**src/hdl/assert_macros.svh**
```systemverilog
// assertion helpers, clocked on clk and disabled while rst is high
`ifndef ASSERT_MACROS_SVH
`define ASSERT_MACROS_SVH

`define ASSERT_CLK(label, prop, msg) \
  label: assert property (@(posedge clk) disable iff (rst) (prop)) else $error(msg);

`define ASSERT_NEVER(label, expr, msg) \
  label: assert property (@(posedge clk) disable iff (rst) !(expr)) else $error(msg);

`endif

```
**src/hdl/slcfr_pkg.sv**
```systemverilog
`default_nettype none

package slcfr_pkg;

  localparam int PAYLOAD_MAX_DEF = 32;

  localparam logic [7:0] SYNC_FIRST_RST  = 8'hAA;
  localparam logic [7:0] SYNC_SECOND_RST = 8'hAF;

  localparam int CFG_IDX_W = 1;
  localparam logic [CFG_IDX_W-1:0] CFG_SYNC_FIRST  = 1'b0;
  localparam logic [CFG_IDX_W-1:0] CFG_SYNC_SECOND = 1'b1;

  localparam logic [1:0] ST_GOOD = 2'd0;
  localparam logic [1:0] ST_CSUM = 2'd1;
  localparam logic [1:0] ST_LEN  = 2'd2;

  function automatic int len_width(int pmax);
    return $clog2(pmax + 1);
  endfunction

  function automatic int idx_width(int pmax);
    return (pmax > 1) ? $clog2(pmax) : 1;
  endfunction

endpackage

`default_nettype wire

```
**src/hdl/slcfr_ifs.sv**
```systemverilog
`default_nettype none

interface slcfr_byte_if;
  logic       valid;
  logic       ready;
  logic [7:0] rx_byte;

  modport source (output valid, output rx_byte, input ready);
  modport sink (input valid, input rx_byte, output ready);
endinterface

interface slcfr_result_if #(
  parameter int LEN_W = 6,
  parameter int IDX_W = 5
);
  logic             valid;
  logic             ready;
  logic [1:0]       status;
  logic [7:0]       command;
  logic [LEN_W-1:0] frame_length;
  logic             has_payload;
  logic [7:0]       payload_byte;
  logic [IDX_W-1:0] byte_index;
  logic             last;

  modport source (
    output valid, output status, output command, output frame_length,
    output has_payload, output payload_byte, output byte_index, output last,
    input ready
  );
  modport sink (
    input valid, input status, input command, input frame_length,
    input has_payload, input payload_byte, input byte_index, input last,
    output ready
  );
endinterface

interface slcfr_cfg_if;
  import slcfr_pkg::*;
  logic                 valid;
  logic                 ready;
  logic [CFG_IDX_W-1:0] index;
  logic [7:0]           data;

  modport source (output valid, output index, output data, input ready);
  modport sink (input valid, input index, input data, output ready);
endinterface

`default_nettype wire

```
**src/hdl/slcfr_ram.sv**
```systemverilog
`default_nettype none

module slcfr_ram #(
  parameter int WIDTH  = 8,
  parameter int DEPTH  = 32,
  parameter int ADDR_W = 5
) (
  input  logic              clk,
  input  logic              wr_en,
  input  logic [ADDR_W-1:0] wr_addr,
  input  logic [WIDTH-1:0]  wr_data,
  input  logic              rd_en,
  input  logic [ADDR_W-1:0] rd_addr,
  output logic [WIDTH-1:0]  rd_data
);

  logic [WIDTH-1:0] mem [DEPTH];

  always_ff @(posedge clk) begin
    if (wr_en) begin
      mem[wr_addr] <= wr_data;
    end
    if (rd_en) begin
      rd_data <= mem[rd_addr];
    end
  end

endmodule

`default_nettype wire

```
**src/hdl/sync_len_checksum_frame_receiver.sv**
```systemverilog
// Frame receiver: takes one byte per transfer, hunts for the two sync bytes (registers 0 and
// 1, reset 0xAA and 0xAF), then reads command, length, payload and an 8-bit additive checksum
// over sync, command, length and payload. Payload bytes go into a PAYLOAD_MAX x 8 RAM with
// one write and one registered read port. A good checksum on a frame of N > 0 bytes starts
// a readout of N results through the RAM read port while the byte input is held off, one per
// cycle unless the output is held off; a bad checksum, an oversize length or a zero-length
// frame gives a single result. A byte is taken only while the output register is empty or is
// emptied in the same cycle, so a waiting result holds off the byte input. No clearing pass is
// needed after reset.
`default_nettype none

module sync_len_checksum_frame_receiver #(
  parameter int PAYLOAD_MAX = slcfr_pkg::PAYLOAD_MAX_DEF
) (
  input  logic            clk,
  input  logic            rst,
  slcfr_byte_if.sink      rx,
  slcfr_result_if.source  res,
  slcfr_cfg_if.sink       cfg
);

  import slcfr_pkg::*;
  `include "assert_macros.svh"

  localparam int LEN_W = len_width(PAYLOAD_MAX);
  localparam int IDX_W = idx_width(PAYLOAD_MAX);
  localparam logic [7:0] MAX_BYTE = 8'(PAYLOAD_MAX);

  typedef enum logic [2:0] {
    S_HUNT, S_SYNC, S_CMD, S_LEN, S_DATA, S_CHK, S_DRAIN
  } state_t;

  state_t           state;
  logic [7:0]       sync_first;
  logic [7:0]       sync_second;
  logic [7:0]       frame_command;
  logic [LEN_W-1:0] frame_len;
  logic [LEN_W-1:0] received_count;
  logic [7:0]       running_sum;
  logic [LEN_W-1:0] rd_cnt;
  logic [LEN_W-1:0] rd_idx;
  logic             rd_vld;
  logic [7:0]       rd_data;

  logic rx_fire;
  logic slot_free;
  logic load;
  logic issue;
  logic wr_en;
  logic rd_last;

  assign cfg.ready = 1'b1;

  assign slot_free = !res.valid || res.ready;
  assign rx.ready  = (state != S_DRAIN) && slot_free;
  assign rx_fire   = rx.valid && rx.ready;
  assign load      = rd_vld && slot_free;
  assign issue     = (state == S_DRAIN) && (rd_cnt < frame_len) && (!rd_vld || load);
  assign wr_en     = rx_fire && (state == S_DATA);
  assign rd_last   = (rd_idx + LEN_W'(1)) == frame_len;

  slcfr_ram #(
    .WIDTH  (8),
    .DEPTH  (PAYLOAD_MAX),
    .ADDR_W (IDX_W)
  ) u_store (
    .clk     (clk),
    .wr_en   (wr_en),
    .wr_addr (received_count[IDX_W-1:0]),
    .wr_data (rx.rx_byte),
    .rd_en   (issue),
    .rd_addr (rd_cnt[IDX_W-1:0]),
    .rd_data (rd_data)
  );

  // configuration registers
  always_ff @(posedge clk) begin
    if (rst) begin
      sync_first  <= SYNC_FIRST_RST;
      sync_second <= SYNC_SECOND_RST;
    end else if (cfg.valid) begin
      unique case (cfg.index)
        CFG_SYNC_FIRST:  sync_first  <= cfg.data;
        CFG_SYNC_SECOND: sync_second <= cfg.data;
      endcase
    end
  end

  always_ff @(posedge clk) begin
    if (rst) begin
      state          <= S_HUNT;
      res.valid      <= 1'b0;
      rd_vld         <= 1'b0;
      frame_command  <= '0;
      frame_len      <= '0;
      received_count <= '0;
      running_sum    <= '0;
      rd_cnt         <= '0;
      rd_idx         <= '0;
    end else begin
      if (res.valid && res.ready) begin
        res.valid <= 1'b0;
      end

      // payload readout from the store
      rd_vld <= issue || (rd_vld && !load);
      if (issue) begin
        rd_idx <= rd_cnt;
        rd_cnt <= rd_cnt + LEN_W'(1);
      end
      if (load) begin
        res.valid        <= 1'b1;
        res.status       <= ST_GOOD;
        res.command      <= frame_command;
        res.frame_length <= frame_len;
        res.has_payload  <= 1'b1;
        res.payload_byte <= rd_data;
        res.byte_index   <= rd_idx[IDX_W-1:0];
        res.last         <= rd_last;
        if (rd_last) begin
          state <= S_HUNT;
        end
      end

      if (rx_fire) begin
        unique case (state)
          S_HUNT: begin
            if (rx.rx_byte == sync_first) begin
              state <= S_SYNC;
            end
          end
          S_SYNC: begin
            state <= (rx.rx_byte == sync_second) ? S_CMD : S_HUNT;
          end
          S_CMD: begin
            frame_command <= rx.rx_byte;
            state         <= S_LEN;
          end
          S_LEN: begin
            if (rx.rx_byte > MAX_BYTE) begin
              res.valid        <= 1'b1;
              res.status       <= ST_LEN;
              res.command      <= frame_command;
              res.frame_length <= LEN_W'(PAYLOAD_MAX);
              res.has_payload  <= 1'b0;
              res.payload_byte <= '0;
              res.byte_index   <= '0;
              res.last         <= 1'b1;
              state            <= S_HUNT;
            end else begin
              frame_len      <= rx.rx_byte[LEN_W-1:0];
              received_count <= '0;
              running_sum    <= sync_first + sync_second + frame_command + rx.rx_byte;
              state          <= (rx.rx_byte == 8'd0) ? S_CHK : S_DATA;
            end
          end
          S_DATA: begin
            received_count <= received_count + LEN_W'(1);
            running_sum    <= running_sum + rx.rx_byte;
            if ((received_count + LEN_W'(1)) >= frame_len) begin
              state <= S_CHK;
            end
          end
          S_CHK: begin
            if (running_sum == rx.rx_byte) begin
              if (frame_len == '0) begin
                res.valid        <= 1'b1;
                res.status       <= ST_GOOD;
                res.command      <= frame_command;
                res.frame_length <= '0;
                res.has_payload  <= 1'b0;
                res.payload_byte <= '0;
                res.byte_index   <= '0;
                res.last         <= 1'b1;
                state            <= S_HUNT;
              end else begin
                rd_cnt <= '0;
                state  <= S_DRAIN;
              end
            end else begin
              res.valid        <= 1'b1;
              res.status       <= ST_CSUM;
              res.command      <= frame_command;
              res.frame_length <= frame_len;
              res.has_payload  <= 1'b0;
              res.payload_byte <= '0;
              res.byte_index   <= '0;
              res.last         <= 1'b1;
              state            <= S_HUNT;
            end
          end
          S_DRAIN: begin
          end
        endcase
      end
    end
  end

  // read in flight only during readout
  `ASSERT_CLK(a_rd_in_drain, rd_vld |-> (state == S_DRAIN), "read pending outside readout")
  // no read past the frame length
  `ASSERT_CLK(a_rd_in_range, issue |-> (rd_cnt < frame_len), "read beyond frame length")
  // payload results are always good
  `ASSERT_NEVER(a_payload_good, res.valid && res.has_payload && (res.status != ST_GOOD),
                "payload result with error status")

endmodule

`default_nettype wire

```
**src/flat_wrapper.sv**
```systemverilog
// flat-port wrapper written by rule: the top's interface ports become plain ports
module sync_len_checksum_frame_receiver_flat import slcfr_pkg::*;
#(
  parameter int PAYLOAD_MAX = slcfr_pkg::PAYLOAD_MAX_DEF
)
  (clk, rst, rx_valid, rx_rx_byte, rx_ready, res_valid, res_status, res_command, res_frame_length, res_has_payload, res_payload_byte, res_byte_index, res_last, res_ready, cfg_valid, cfg_index, cfg_data, cfg_ready);
  slcfr_byte_if rx_i ();
  slcfr_result_if #(.LEN_W((len_width((PAYLOAD_MAX_DEF)))), .IDX_W((idx_width((PAYLOAD_MAX_DEF))))) res_i ();
  slcfr_cfg_if cfg_i ();
  input  logic clk;
  input  logic rst;
  input wire logic [$bits(rx_i.valid)-1:0] rx_valid;
  input wire logic [$bits(rx_i.rx_byte)-1:0] rx_rx_byte;
  output wire logic [$bits(rx_i.ready)-1:0] rx_ready;
  output wire logic [$bits(res_i.valid)-1:0] res_valid;
  output wire logic [$bits(res_i.status)-1:0] res_status;
  output wire logic [$bits(res_i.command)-1:0] res_command;
  output wire logic [$bits(res_i.frame_length)-1:0] res_frame_length;
  output wire logic [$bits(res_i.has_payload)-1:0] res_has_payload;
  output wire logic [$bits(res_i.payload_byte)-1:0] res_payload_byte;
  output wire logic [$bits(res_i.byte_index)-1:0] res_byte_index;
  output wire logic [$bits(res_i.last)-1:0] res_last;
  input wire logic [$bits(res_i.ready)-1:0] res_ready;
  input wire logic [$bits(cfg_i.valid)-1:0] cfg_valid;
  input wire logic [$bits(cfg_i.index)-1:0] cfg_index;
  input wire logic [$bits(cfg_i.data)-1:0] cfg_data;
  output wire logic [$bits(cfg_i.ready)-1:0] cfg_ready;
  assign rx_i.valid = rx_valid;
  assign rx_i.rx_byte = rx_rx_byte;
  assign rx_ready = rx_i.ready;
  assign res_valid = res_i.valid;
  assign res_status = res_i.status;
  assign res_command = res_i.command;
  assign res_frame_length = res_i.frame_length;
  assign res_has_payload = res_i.has_payload;
  assign res_payload_byte = res_i.payload_byte;
  assign res_byte_index = res_i.byte_index;
  assign res_last = res_i.last;
  assign res_i.ready = res_ready;
  assign cfg_i.valid = cfg_valid;
  assign cfg_i.index = cfg_index;
  assign cfg_i.data = cfg_data;
  assign cfg_ready = cfg_i.ready;
  sync_len_checksum_frame_receiver #(.PAYLOAD_MAX(PAYLOAD_MAX)) u_core (.clk(clk), .rst(rst), .rx(rx_i), .res(res_i), .cfg(cfg_i));
endmodule
```
**config.mk**
```make
export PLATFORM = sky130hd
export DESIGN_NAME = sync_len_checksum_frame_receiver_flat
export DESIGN_NICKNAME = d
export VERILOG_FILES = /design/src/hdl/slcfr_pkg.sv /design/src/hdl/slcfr_ifs.sv /design/src/hdl/slcfr_ram.sv /design/src/hdl/sync_len_checksum_frame_receiver.sv /design/src/flat_wrapper.sv
export VERILOG_INCLUDE_DIRS = /design/src /design/src/hdl
export SDC_FILE = /design/constraint.sdc
export NUM_CORES = 1
export LEC_CHECK = 0
export ABC_AREA = 1
export BUFFER_PORTS_ARGS = -buffer_cell sky130_fd_sc_hd__buf_2
export CAP_MARGIN = 20
export CORE_UTILIZATION = 62
export CTS_CLUSTER_SIZE = 20
export DETAILED_ROUTE_END_ITERATION = 8
export PLACE_DENSITY_LB_ADDON = 0.1
export RECOVER_POWER = 25
export SYNTH_ARGS = -nofsm -noshare
export SYNTH_HDL_FRONTEND = slang
export SYNTH_SLANG_ARGS = --single-unit
```
**constraint.sdc**
```tcl
create_clock -name clk -period 2.9 [get_ports clk]
set_input_delay 0.29 -clock clk [delete_from_list [all_inputs] [get_ports clk]]
set_output_delay 0.29 -clock clk [all_outputs]
set_load 0.01 [all_outputs]
```
==> impl_metrics.json, run 1 <==
{
  "crit_path_start": "u_core.frame_command[2]",
  "port_buffers": 54,
  "final_cell_mix": "nand2_1, edfxtp_1, nor2_1, o21ai_0, inv_1",
  "endpoint": "u_core.running_sum[6]",
  "wire_per_inst_um": 18.9,
  "worstHoldPathType": "input port to flop",
  "cts.reportedPaths.clkPinSlew_ns": 0.06,
  "crit_fanout": 6,
  "relSlewSlack_pct": -35.1,
  "io_pins": 56,
  "start_util_pct": 63.1,
  "post-route-period-util_pct": 94.6,
  "antenna_cells": 0,
  "synth_xor_area_share_pct": 0.799,
  "place_area_um2": 17300,
  "fin_cells": 2093,
  "setup_viol": 0,
  "fp.dieH_um": 165,
  "pwr-share-seq_pct": 52.2,
  "htree_levels": 2,
  "layout-drive-gt1-share_pct": 11.2,
  "cts_tree": "built",
  "hold_viol_final": 0,
  "post-route-drc-count": 0,
  "overflow": 0,
  "drv_slew": 74,
  "drtPass1Iterations": 6,
  "antenna_left": 0,
  "post_synth.cell_area_avg_um2": 10.0,
  "required_ns": 3.32,
  "syn_inst": 1641,
  "track_usage_pct": 29.9,
  "tightest_slew_ns": 2.03,
  "ys_ff_latch": 356,
  "critPathBufInv": 3,
  "pwr-share-clk_pct": 42.3,
  "gp_congestion": 0.861,
  "post-cts-setup-buffers": 0,
  "reg2reg_depth": 13,
  "row_count": 59,
  "dp_cells": 2023,
  "grt_pass1_vias": 11400,
  "p_total_w": 0.0107,
  "powerDensity_nw_per_um2": 578,
  "p_switching_w": 0.00228,
  "drtIter0Drc": 1246,
  "period_needed_ns": 2.74,
  "die_x_um": 165,
  "cts_sinks": 356,
  "grt_pass1_wl_mm": 61.5,
  "area_growth_pct": 12.8,
  "rrSetupSlack_ns": 0.16,
  "final_area_um2": 18500,
  "ys.flop_type": "edfxtp_1",
  "power.leakage_nw": 7.23,
  "cp-start-kind": "flop",
  "synth_edf_count": 295,
  "r2r-end": "u_core.running_sum[6]",
  "ys_seq_area_share_pct": 61.3,
  "critPathCaptureType": "flop",
  "synth_mux_area_share_pct": 0,
  "final_common_cell": "nand2_1",
  "fin_nets": 1802,
  "syn_area_um2": 16400,
  "swShare_pct": 21.2,
  "finalSetupTns_ns": 0,
  "hpwlAfterDp_mm": 25.7,
  "grt_max_degree": 132,
  "violations": "capacitance limit, slew limit",
  "core_area_um2": 26100,
  "antenna_found_initial": 0,
  "pwr-share-comb_pct": 5.4,
  "p_int_w": 0.00844,
  "ys_warn_count": 0,
  "synthAdderAreaFrac_pct": 4.19,
  "irDropWorstVdd_uv": 498,
  "cts_made_buffers": 38,
  "synth_top_area_share_pct": 53.9,
  "path_cells": "inv_1 > fa_1 > fa_1 > inv_1 > ha_1 > a21oi_1 > or2_2 > nand3_1 > nand2_1 > nand3_1 > nand3_1 > nand2_1 > inv_1",
  "clk_latency_ns": 0.53,
  "critPathArrivalTime_ns": 3.17,
  "synth_cell_type_count": 42,
  "yosys.area_share.simple_pct": 17.7,
  "cp_top_family": "adder cells",
  "vias_per_cell": 5.81,
  "path_depth": 13,
  "finalWirelength_mm": 39.7,
  "fmax_ghz": 0.364,
  "synth_compound_area_share_pct": 10.7,
  "r2r-start": "u_core.frame_command[2]",
  "maxCapViolCount": 2,
  "dieArea_um2": 27200,
  "cts_root_buf": "clkbuf_16",
  "slowest_stage": "fa_1",
  "synth.net_count": 1709,
  "path_class": "flop to flop",
  "cts.path.max_buffers": 3,
  "yosys-top-cells-area": "edfxtp_1, dfxtp_1, nand2_1",
  "num_vias": 12200,
  "status": "finished, violations left",
  "crit_path_max_incr_delay_ns": 0.52,
  "final.setup_skew_ns": 0.0194,
  "async_flop_share_pct": 0,
  "synth_top_cell_by_area": "edfxtp_1",
  "synth_top_family_by_area": "simple AND/OR/NAND/NOR gates"
}
-- layout make-up --
cell class                 instances  area (µm²)
fill                            1917        7520
multi-input combinational       1077        5500
timing repair buffer             128         867
inverter                         133         504
clock inverter                    13         103
clock buffer                      51        1060
sequential                       356       10100
tap                              335         419
-- per-layer routing --
| layer | share of wire, % | up-vias | track usage, % |
|---|---|---|---|
| met4 | 3.6 | 0 | 12.2 |
| met2 | 47 | 493 | 48.0 |
| met3 | 7.6 | 88 | 4.12 |
| met1 | 42 | 5757 | 41.4 |
| li1 | - | 5820 | - |
| met5 | 0 | - | 0 |
-- cell families (layout without fill, tap and decap cells) --
family | after synthesis | count (layout)
AOI/OAI and AO/OA | 316 | 316
adders and majority gates | 46 | 46
DFF | 356 | 356
and+or+nand+nor | 699 | 699
other | 1 | 1
buffers and inverters | 208 | 325
xor gates and xnor gates | 15 | 15
-- power by group through the flow --
stage / sequential, W / clock (W) / combinational [W]
after floorplan: 0.00571 / 0 / 0.000334
after global placement: 0.00570 / 0 / 0.000543
after detailed placement: 0.00570 / 0 / 0.000562
after CTS: 0.00559 / 0.00460 / 0.000573
after global routing: 0.00560 / 0.00480 / 0.000657
final: 0.00560 / 0.00453 / 0.000583
-- how the worst min path moves through the flow --
stage                               startpoint                  endpoint  slack (ns)  cells after the start
final                              cfg_data[3]      u_core.sync_first[3]        0.05                      3
after global routing               cfg_data[3]     u_core.sync_second[3]        0.04                      3
after CTS                          cfg_data[3]     u_core.sync_second[3]        0.01                      3
after detailed placement      u_core.rd_idx[5]          u_core.rd_idx[5]        0.50                      2
after global placement    u_core.sync_first[0]      u_core.sync_first[0]        0.49                      2
after floorplan                  rx_rx_byte[0]  u_core.u_store.mem[0][0]        0.39                      0
-- worst reg2reg max path, cell delays in order, from the launching register on --
cell and delay [ns]:
dfxtp_1 0.39, inv_1 0.11, fa_1 0.43, fa_1 0.52, inv_1 0.04, ha_1 0.38
a21oi_1 0.12, or2_2 0.30, nand3_1 0.07, nand2_1 0.05, nand3_1 0.06, nand3_1 0.07
nand2_1 0.07, inv_1 0.03
-- flip-flops by register name, summed over array words and instances (netlist names), 2 cells and up --
signal                   flops
u_core.frame_len             6
u_core.sync_second           8
u_core.rd_idx                6
u_core.frame_command         8
u_core.res.command           8
u_core.received_count        6
u_core.u_store.rd_data       8
u_core.res.payload_byte      8
u_core.rd_cnt                6
u_core.state                 3
u_core.res.frame_length      6
u_core.u_store.mem         256
u_core.res.byte_index        5
u_core.res.status            2
u_core.running_sum           8
u_core.sync_first            8
-- stage by stage --
stage	worst slack, ns	util [%]	hold slack (ns)
after detailed placement	-0.0242	66.5	0.498
after CTS	0.0446	71.2	0.0132
after floorplan	0.215	-	0.389
final	0.156	71.1	0.0461
after global routing	-0.0110	71.1	0.0376
after global placement	-0.0214	66.5	0.493
-- cells in the mapped netlist (2+ instances only) --
| cell type | number |
|---|---|
| a21oi_1 | 55 |
| buf_1 | 2 |
| buf_2 | 22 |
| buf_4 | 5 |
| buf_6 | 5 |
| clkbuf_1 | 41 |
| clkinv_1 | 3 |
| dfxtp_1 | 61 |
| edfxtp_1 | 295 |
| fa_1 | 15 |
| ha_1 | 31 |
| inv_1 | 119 |
| inv_2 | 9 |
| nand2_1 | 317 |
| nand2_4 | 4 |
| nand3_1 | 80 |
| nand4_1 | 22 |
| nor2_1 | 254 |
| nor2_2 | 3 |
| nor2_4 | 3 |
| nor2_8 | 2 |
| nor3_1 | 7 |
| o211ai_1 | 35 |
| o21a_1 | 2 |
| o21ai_0 | 169 |
| o21ai_1 | 14 |
| o221ai_1 | 8 |
| o22ai_1 | 27 |
| or2_2 | 5 |
| xnor2_1 | 6 |
| xor2_1 | 9 |
-- what timing repair did --
item,in CTS,in global routing
resized for setup,0,5
endpoints found under the setup margin,0,3
hold buffers,6,0
endpoints found under the hold margin,8,0
(Power assumes the default switching activity.)
==> run 2: changes to the inputs <==
--- a/config.mk
+++ b/config.mk
@@ -9,7 +9,7 @@
 export ABC_AREA = 1
 export BUFFER_PORTS_ARGS = -buffer_cell sky130_fd_sc_hd__buf_2
 export CAP_MARGIN = 20
-export CORE_UTILIZATION = 62
+export CORE_UTILIZATION = 67
 export CTS_CLUSTER_SIZE = 20
 export DETAILED_ROUTE_END_ITERATION = 8
 export PLACE_DENSITY_LB_ADDON = 0.1
==> constraint.sdc (replaced) <==
create_clock -name clk -period 3.4 [get_ports clk]
set_input_delay 0.34 -clock clk [delete_from_list [all_inputs] [get_ports clk]]
set_output_delay 0.34 -clock clk [all_outputs]
set_load 0.01 [all_outputs]
==> run 2 against run 1 <==
Net effect: die area shrank 7.4%; clock power down 14%; the flow now finishes without violations; fmax is 6.7% lower; power down 15%; worst hold slack gained 0.016 ns; first-iteration DRC count up 14%; largest cell class unchanged; worst setup slack better by 0.30 ns; utilization increased by 5.8 points; sequential share of layout area rose by 0.77 points.
==> impl_metrics.json, run 2 (synthesis gave the netlist of run 1 again) <==
{
  "status": "completed",
  "gp_congestion": 0.917,
  "post_cts_resized": 0,
  "grt_max_degree": 100,
  "relSlewSlack_pct": 28.7,
  "cts_sinks": 356,
  "io_pins": 56,
  "maxCapViolCount": 0,
  "power.leakage_nw": 7.10,
  "cp-start-kind": "flop",
  "fin_util_pct": 76.9,
  "worstHoldPathType": "input port to flop",
  "drtIter0Drc": 1419,
  "cts_tree": "built",
  "die_x_um": 159,
  "cts_root_buf": "clkbuf_16",
  "num_vias": 12200,
  "clk_latency_ns": 0.52,
  "crit_fanout": 3,
  "path_cells": "inv_1 > fa_1 > fa_1 > inv_1 > ha_1 > inv_1 > fa_1 > inv_1 > nand4_1 > nand3_1 > nand3_1 > nand3_1 > nand3_1 > nand2_1 > inv_1",
  "crit_path_max_incr_delay_ns": 0.53,
  "post-cts-setup-buffers": 0,
  "port_buffers": 54,
  "use_met1_pct": 42.0,
  "antenna_cells": 0,
  "hold_viol_final": 0,
  "critPathArrivalTime_ns": 3.35,
  "dieArea_um2": 25200,
  "drv_slew": 0,
  "whs_ns": 0.0621,
  "htree_levels": 2,
  "final_cell_mix": "nand2_1, edfxtp_1, nor2_1, o21ai_0, inv_1",
  "track_usage_pct": 32.0,
  "hold_buffers": 0,
  "p_total_w": 0.00914,
  "cts_made_buffers": 37,
  "setup_viol": 0,
  "fp.dieH_um": 159,
  "post-route-period-util_pct": 86.5,
  "powerDensity_nw_per_um2": 500,
  "tightest_slew_ns": 1.07,
  "irDropWorstVdd_uv": 419,
  "top_usage_layer": "met2",
  "start_util_pct": 69.2,
  "antenna_found_initial": 1,
  "finalWirelength_mm": 39.5,
  "fin_nets": 1771,
  "vias_per_cell": 5.96,
  "cp_top_family": "adder cells",
  "antenna_left": 0,
  "path_class": "flop to flop",
  "overflow": 0,
  "use_met2_pct": 52.1,
  "grt_pass1_wl_mm": 60.1,
  "top_register": "u_core.u_store.mem",
  "period_needed_ns": 2.94,
  "grt_util_met3_pct": 7.38,
  "post-route-drc-count": 0,
  "cts.reportedPaths.clkPinSlew_ns": 0.06,
  "grt_pass1_vias": 11300,
  "area_growth_pct": 11.2,
  "final.setup_skew_ns": 0.0154,
  "critPathCaptureType": "flop",
  "hpwlAfterDp_mm": 24.9,
  "largest_reg_flops": 256,
  "core_area_um2": 23800,
  "finalSetupTns_ns": 0,
  "slowest_stage": "fa_1",
  "fmax_ghz": 0.340,
  "path_common_cell": "inv_1",
  "row_count": 56,
  "cts.path.max_buffers": 3,
  "grt_setup_unrepaired": "false",
  "required_ns": 3.81,
  "wire_per_inst_um": 19.2,
  "final_common_cell": "nand2_1",
  "critPathBufInv": 5,
  "layout-drive-gt1-share_pct": 10.2,
  "drtPass1Iterations": 5
}
==> run 2: changes by cell type in the layout (fill, tap and decap cells not counted), sizes merged <==
cell | previous run | this run
buf | 111 | 90
clkbuf | 62 | 61
clkinv | 15 | 18
dlygate4sd3 | 6 | 0
inv | 130 | 129
==> run 2: final timing paths <==
path | from | to | slack (ns) | depth (start not counted)
hold reg to reg | u_core.rd_idx[5] | u_core.rd_idx[5] | 0.51 | 2
setup reg to reg | u_core.frame_command[1] | u_core.running_sum[7] | 0.46 | 15
hold / removal | cfg_data[5] | u_core.sync_second[5] | 0.06 | 3
setup / recovery | u_core.frame_command[1] | u_core.running_sum[7] | 0.46 | 15
==> run 2: worst register-to-register path: cells and delay by family (launching register included) <==
kind	cells	cell delay [ns]
buffers and inverters	5	0.36
adder cells (fa/ha/maj)	4	1.60
AND/OR/NAND/NOR	6	0.50
flip-flops	1	0.39
==> run 2: per-stage QoR <==
step | instances | setup WS [ns] | area [µm²]
6_report | 2051 | 0.460 | 18300
5_1_grt | 2051 | 0.340 | 18300
4_1_cts | 2050 | 0.481 | 18300
3_5_place_dp | 1982 | 0.330 | 17100
3_3_place_gp | 1982 | 0.357 | 17100
2_1_floorplan | 1641 | 0.665 | 16400
==> run 2: per-layer routing <==
metal	up-vias	wire, µm
met5	-	12
met4	2	1320
met3	86	3460
met2	519	18900
met1	5850	15700
li1	5768	-
==> run 2: report_power, final <==
| part | switching [W] | internal, W | total, W | leakage, nW |
|---|---|---|---|---|
| clock network | 0.00161 | 0.00228 | 0.00390 | 0.580 |
| registers | 0.0000205 | 0.00475 | 0.00477 | 3.17 |
| logic | 0.000306 | 0.000163 | 0.000469 | 3.35 |
==> run 2: area by class of cell <==
class                           instances  area (µm²)
Clock buffer                           53        1080
Clock inverter                         15        95.1
Multi-Input combinational cell       1077        5490
Sequential cell                       356       10100
Inverter                              133         504
Tap cell                              319         399
Fill cell                            1588        5480
Timing Repair Buffer                   98         631
==> run 3: changes to the inputs <==
--- a/config.mk
+++ b/config.mk
@@ -9,10 +9,10 @@
 export ABC_AREA = 1
 export BUFFER_PORTS_ARGS = -buffer_cell sky130_fd_sc_hd__buf_2
 export CAP_MARGIN = 20
-export CORE_UTILIZATION = 67
+export CORE_UTILIZATION = 60
 export CTS_CLUSTER_SIZE = 20
 export DETAILED_ROUTE_END_ITERATION = 8
-export PLACE_DENSITY_LB_ADDON = 0.1
+export PLACE_DENSITY = 0.77
 export RECOVER_POWER = 25
 export SYNTH_ARGS = -nofsm -noshare
 export SYNTH_HDL_FRONTEND = slang
==> run 3 against run 2 <==
Net effect: die area rose by 12%; sequential power hardly changed; cell count grew 1.2%; power is 5.1% higher; via count barely moved; critical path depth down 4; combinational power grew 3%; fmax decreased by 5.0%; global-route usage is 3.2 points lower; register-to-register slack better by 0.02 ns; count of clock-buffer cells in the layout shrank 6; sequential cell count stayed put; critical endpoint is now u_core.rd_cnt[1].
==> impl_metrics.json, run 3 (synthesis gave the netlist of run 1 again) <==
{
  "status": "completed",
  "track_usage_pct": 28.8,
  "hpwlAfterDp_mm": 25.7,
  "finalSetupTns_ns": 0,
  "p_int_w": 0.00757,
  "cts_tree": "built",
  "cts_made_buffers": 37,
  "setup_viol": 0,
  "required_ns": 3.82,
  "pwr-share-clk_pct": 45.3,
  "core_area_um2": 26900,
  "p_switching_w": 0.00204,
  "whs_ns": 0.0557,
  "drtIter0Drc": 1346,
  "relSlewSlack_pct": 18.7,
  "top_register": "u_core.u_store.mem",
  "hold_buffers": 0,
  "layout-drive-gt1-share_pct": 10.2,
  "worstHoldPathType": "input port to flop",
  "nFillCells": 1959,
  "powerDensity_nw_per_um2": 521,
  "maxCapViolCount": 0,
  "final_area_um2": 18400,
  "fin_nets": 1773,
  "dieArea_um2": 28100,
  "rrSetupSlack_ns": 0.48,
  "period_needed_ns": 3.10,
  "fp.dieH_um": 167,
  "wl_met1_mm": 15.9,
  "swShare_pct": 21.2,
  "critPathCaptureType": "flop",
  "cts_sinks": 356,
  "pwr-share-comb_pct": 5.0,
  "area_growth_pct": 12.1,
  "wl_met2_mm": 19.5,
  "drv_slew": 0,
  "wl_met3_mm": 2.96,
  "cts.path.max_buffers": 3,
  "final.setup_skew_ns": 0.0206,
  "r2r-start": "u_core.frame_command[1]",
  "critPathArrivalTime_ns": 3.52,
  "row_count": 60,
  "grt_pass1_vias": 11600,
  "drtPass1Iterations": 6,
  "port_buffers": 54,
  "htree_levels": 2,
  "final_common_cell": "nand2_1",
  "endpoint": "u_core.rd_cnt[1]",
  "post-route-drc-count": 0,
  "fmax_ghz": 0.323,
  "io_pins": 56,
  "cp-start-kind": "input port",
  "vias_per_cell": 5.89,
  "crit_fanout": 20,
  "die_x_um": 167,
  "top_layer": "met4",
  "irDropWorstVdd_uv": 464,
  "r2r-end": "u_core.running_sum[7]",
  "path_class": "input port to flop",
  "pwr-share-seq_pct": 49.7,
  "wire_per_inst_um": 19.3,
  "overflow": 0,
  "cts.reportedPaths.clkPinSlew_ns": 0.06,
  "crit_path_start": "rx_rx_byte[2]",
  "antenna_left": 0,
  "clk_latency_ns": 0.53,
  "antenna_cells": 0,
  "hold_viol_final": 0,
  "cts_root_buf": "clkbuf_16",
  "largest_reg_flops": 256,
  "start_util_pct": 61.1,
  "post_cts_resized": 0,
  "antenna_found_initial": 1,
  "grt_setup_unrepaired": "false",
  "place_area_um2": 17100,
  "gp_congestion": 0.907,
  "tightest_slew_ns": 1.22,
  "final_cell_mix": "nand2_1, edfxtp_1, nor2_1, o21ai_0, inv_1",
  "grt_max_degree": 132,
  "num_vias": 12200,
  "finalWirelength_mm": 40.1,
  "grt_pass1_wl_mm": 62.3,
  "reg2reg_depth": 15,
  "post-cts-setup-buffers": 0,
  "power.leakage_nw": 7.13,
  "post-route-period-util_pct": 91.1
}
==> run 3: changes by cell type in the layout (fill, tap and decap cells not counted), sizes merged <==
| cell | change |
|---|---|
| buf | -6 |
| bufinv | +6 |
| clkinv | -4 |
| clkinvlp | +3 |
| clkbuf | +2 |
| inv | +1 |
==> run 3: stage by stage <==
step                      cells  utilization [%]  power, W  worst slack, ns
after floorplan            1641                -   0.00516            0.665
after global placement     2007             63.8   0.00533            0.391
after detailed placement   2007             63.8   0.00535            0.372
after CTS                  2075             68.7   0.00963            0.471
after global routing       2075             68.5   0.00986            0.192
final                      2075             68.5   0.00961            0.303
==> run 3: power by group through the flow <==
stage	sequential [W]	combinational [W]	clock [W]
final	0.00477	0.000482	0.00435
after detailed placement	0.00486	0.000483	0
after global routing	0.00477	0.000542	0.00454
after floorplan	0.00487	0.000284	0
after CTS	0.00477	0.000486	0.00438
after global placement	0.00486	0.000467	0
==> run 3: final cells by class <==
cell class                      instances  area [µm²]  area share (%)
Multi-Input combinational cell       1077        5490            29.8
Clock inverter                         21         319            1.73
Inverter                              133         504            2.74
Tap cell                              341         427            2.32
Timing Repair Buffer                  100         598            3.25
Clock buffer                           47        1000            5.45
Sequential cell                       356       10100            54.7
==> run 3: worst max-delay path, cell delays in order <==
cell and delay, ns:
clkbuf_1 0.35, clkbuf_1 0.90, ha_1 0.45, nor2_1 0.12
nand3_1 0.13, nor2_1 0.25, nand4_1 0.22, o21ai_1 0.51
inv_1 0.09, o21ai_0 0.11, nor2_1 0.06
==> run 3: worst min path at each step <==
stage / start / to / slack (ns) / depth (start not counted)
finish: cfg_data[7] / u_core.sync_second[7] / 0.06 / 3
global route: cfg_data[7] / u_core.sync_first[7] / 0.07 / 3
CTS: cfg_data[7] / u_core.sync_second[7] / 0.05 / 3
detailed placement: u_core.running_sum[3] / u_core.running_sum[3] / 0.51 / 2
global placement: u_core.running_sum[0] / u_core.running_sum[0] / 0.50 / 2
floorplan: rx_rx_byte[0] / u_core.u_store.mem[0][0] / 0.44 / 0
==> run 3: layer usage <==
| layer | vias to the layer above | GRT usage, % |
|---|---|---|
| met5 | - | 0 |
| met4 | 0 | 12.6 |
| met3 | 99 | 3.62 |
| met2 | 508 | 48.6 |
| met1 | 5854 | 37.7 |
| li1 | 5765 | - |
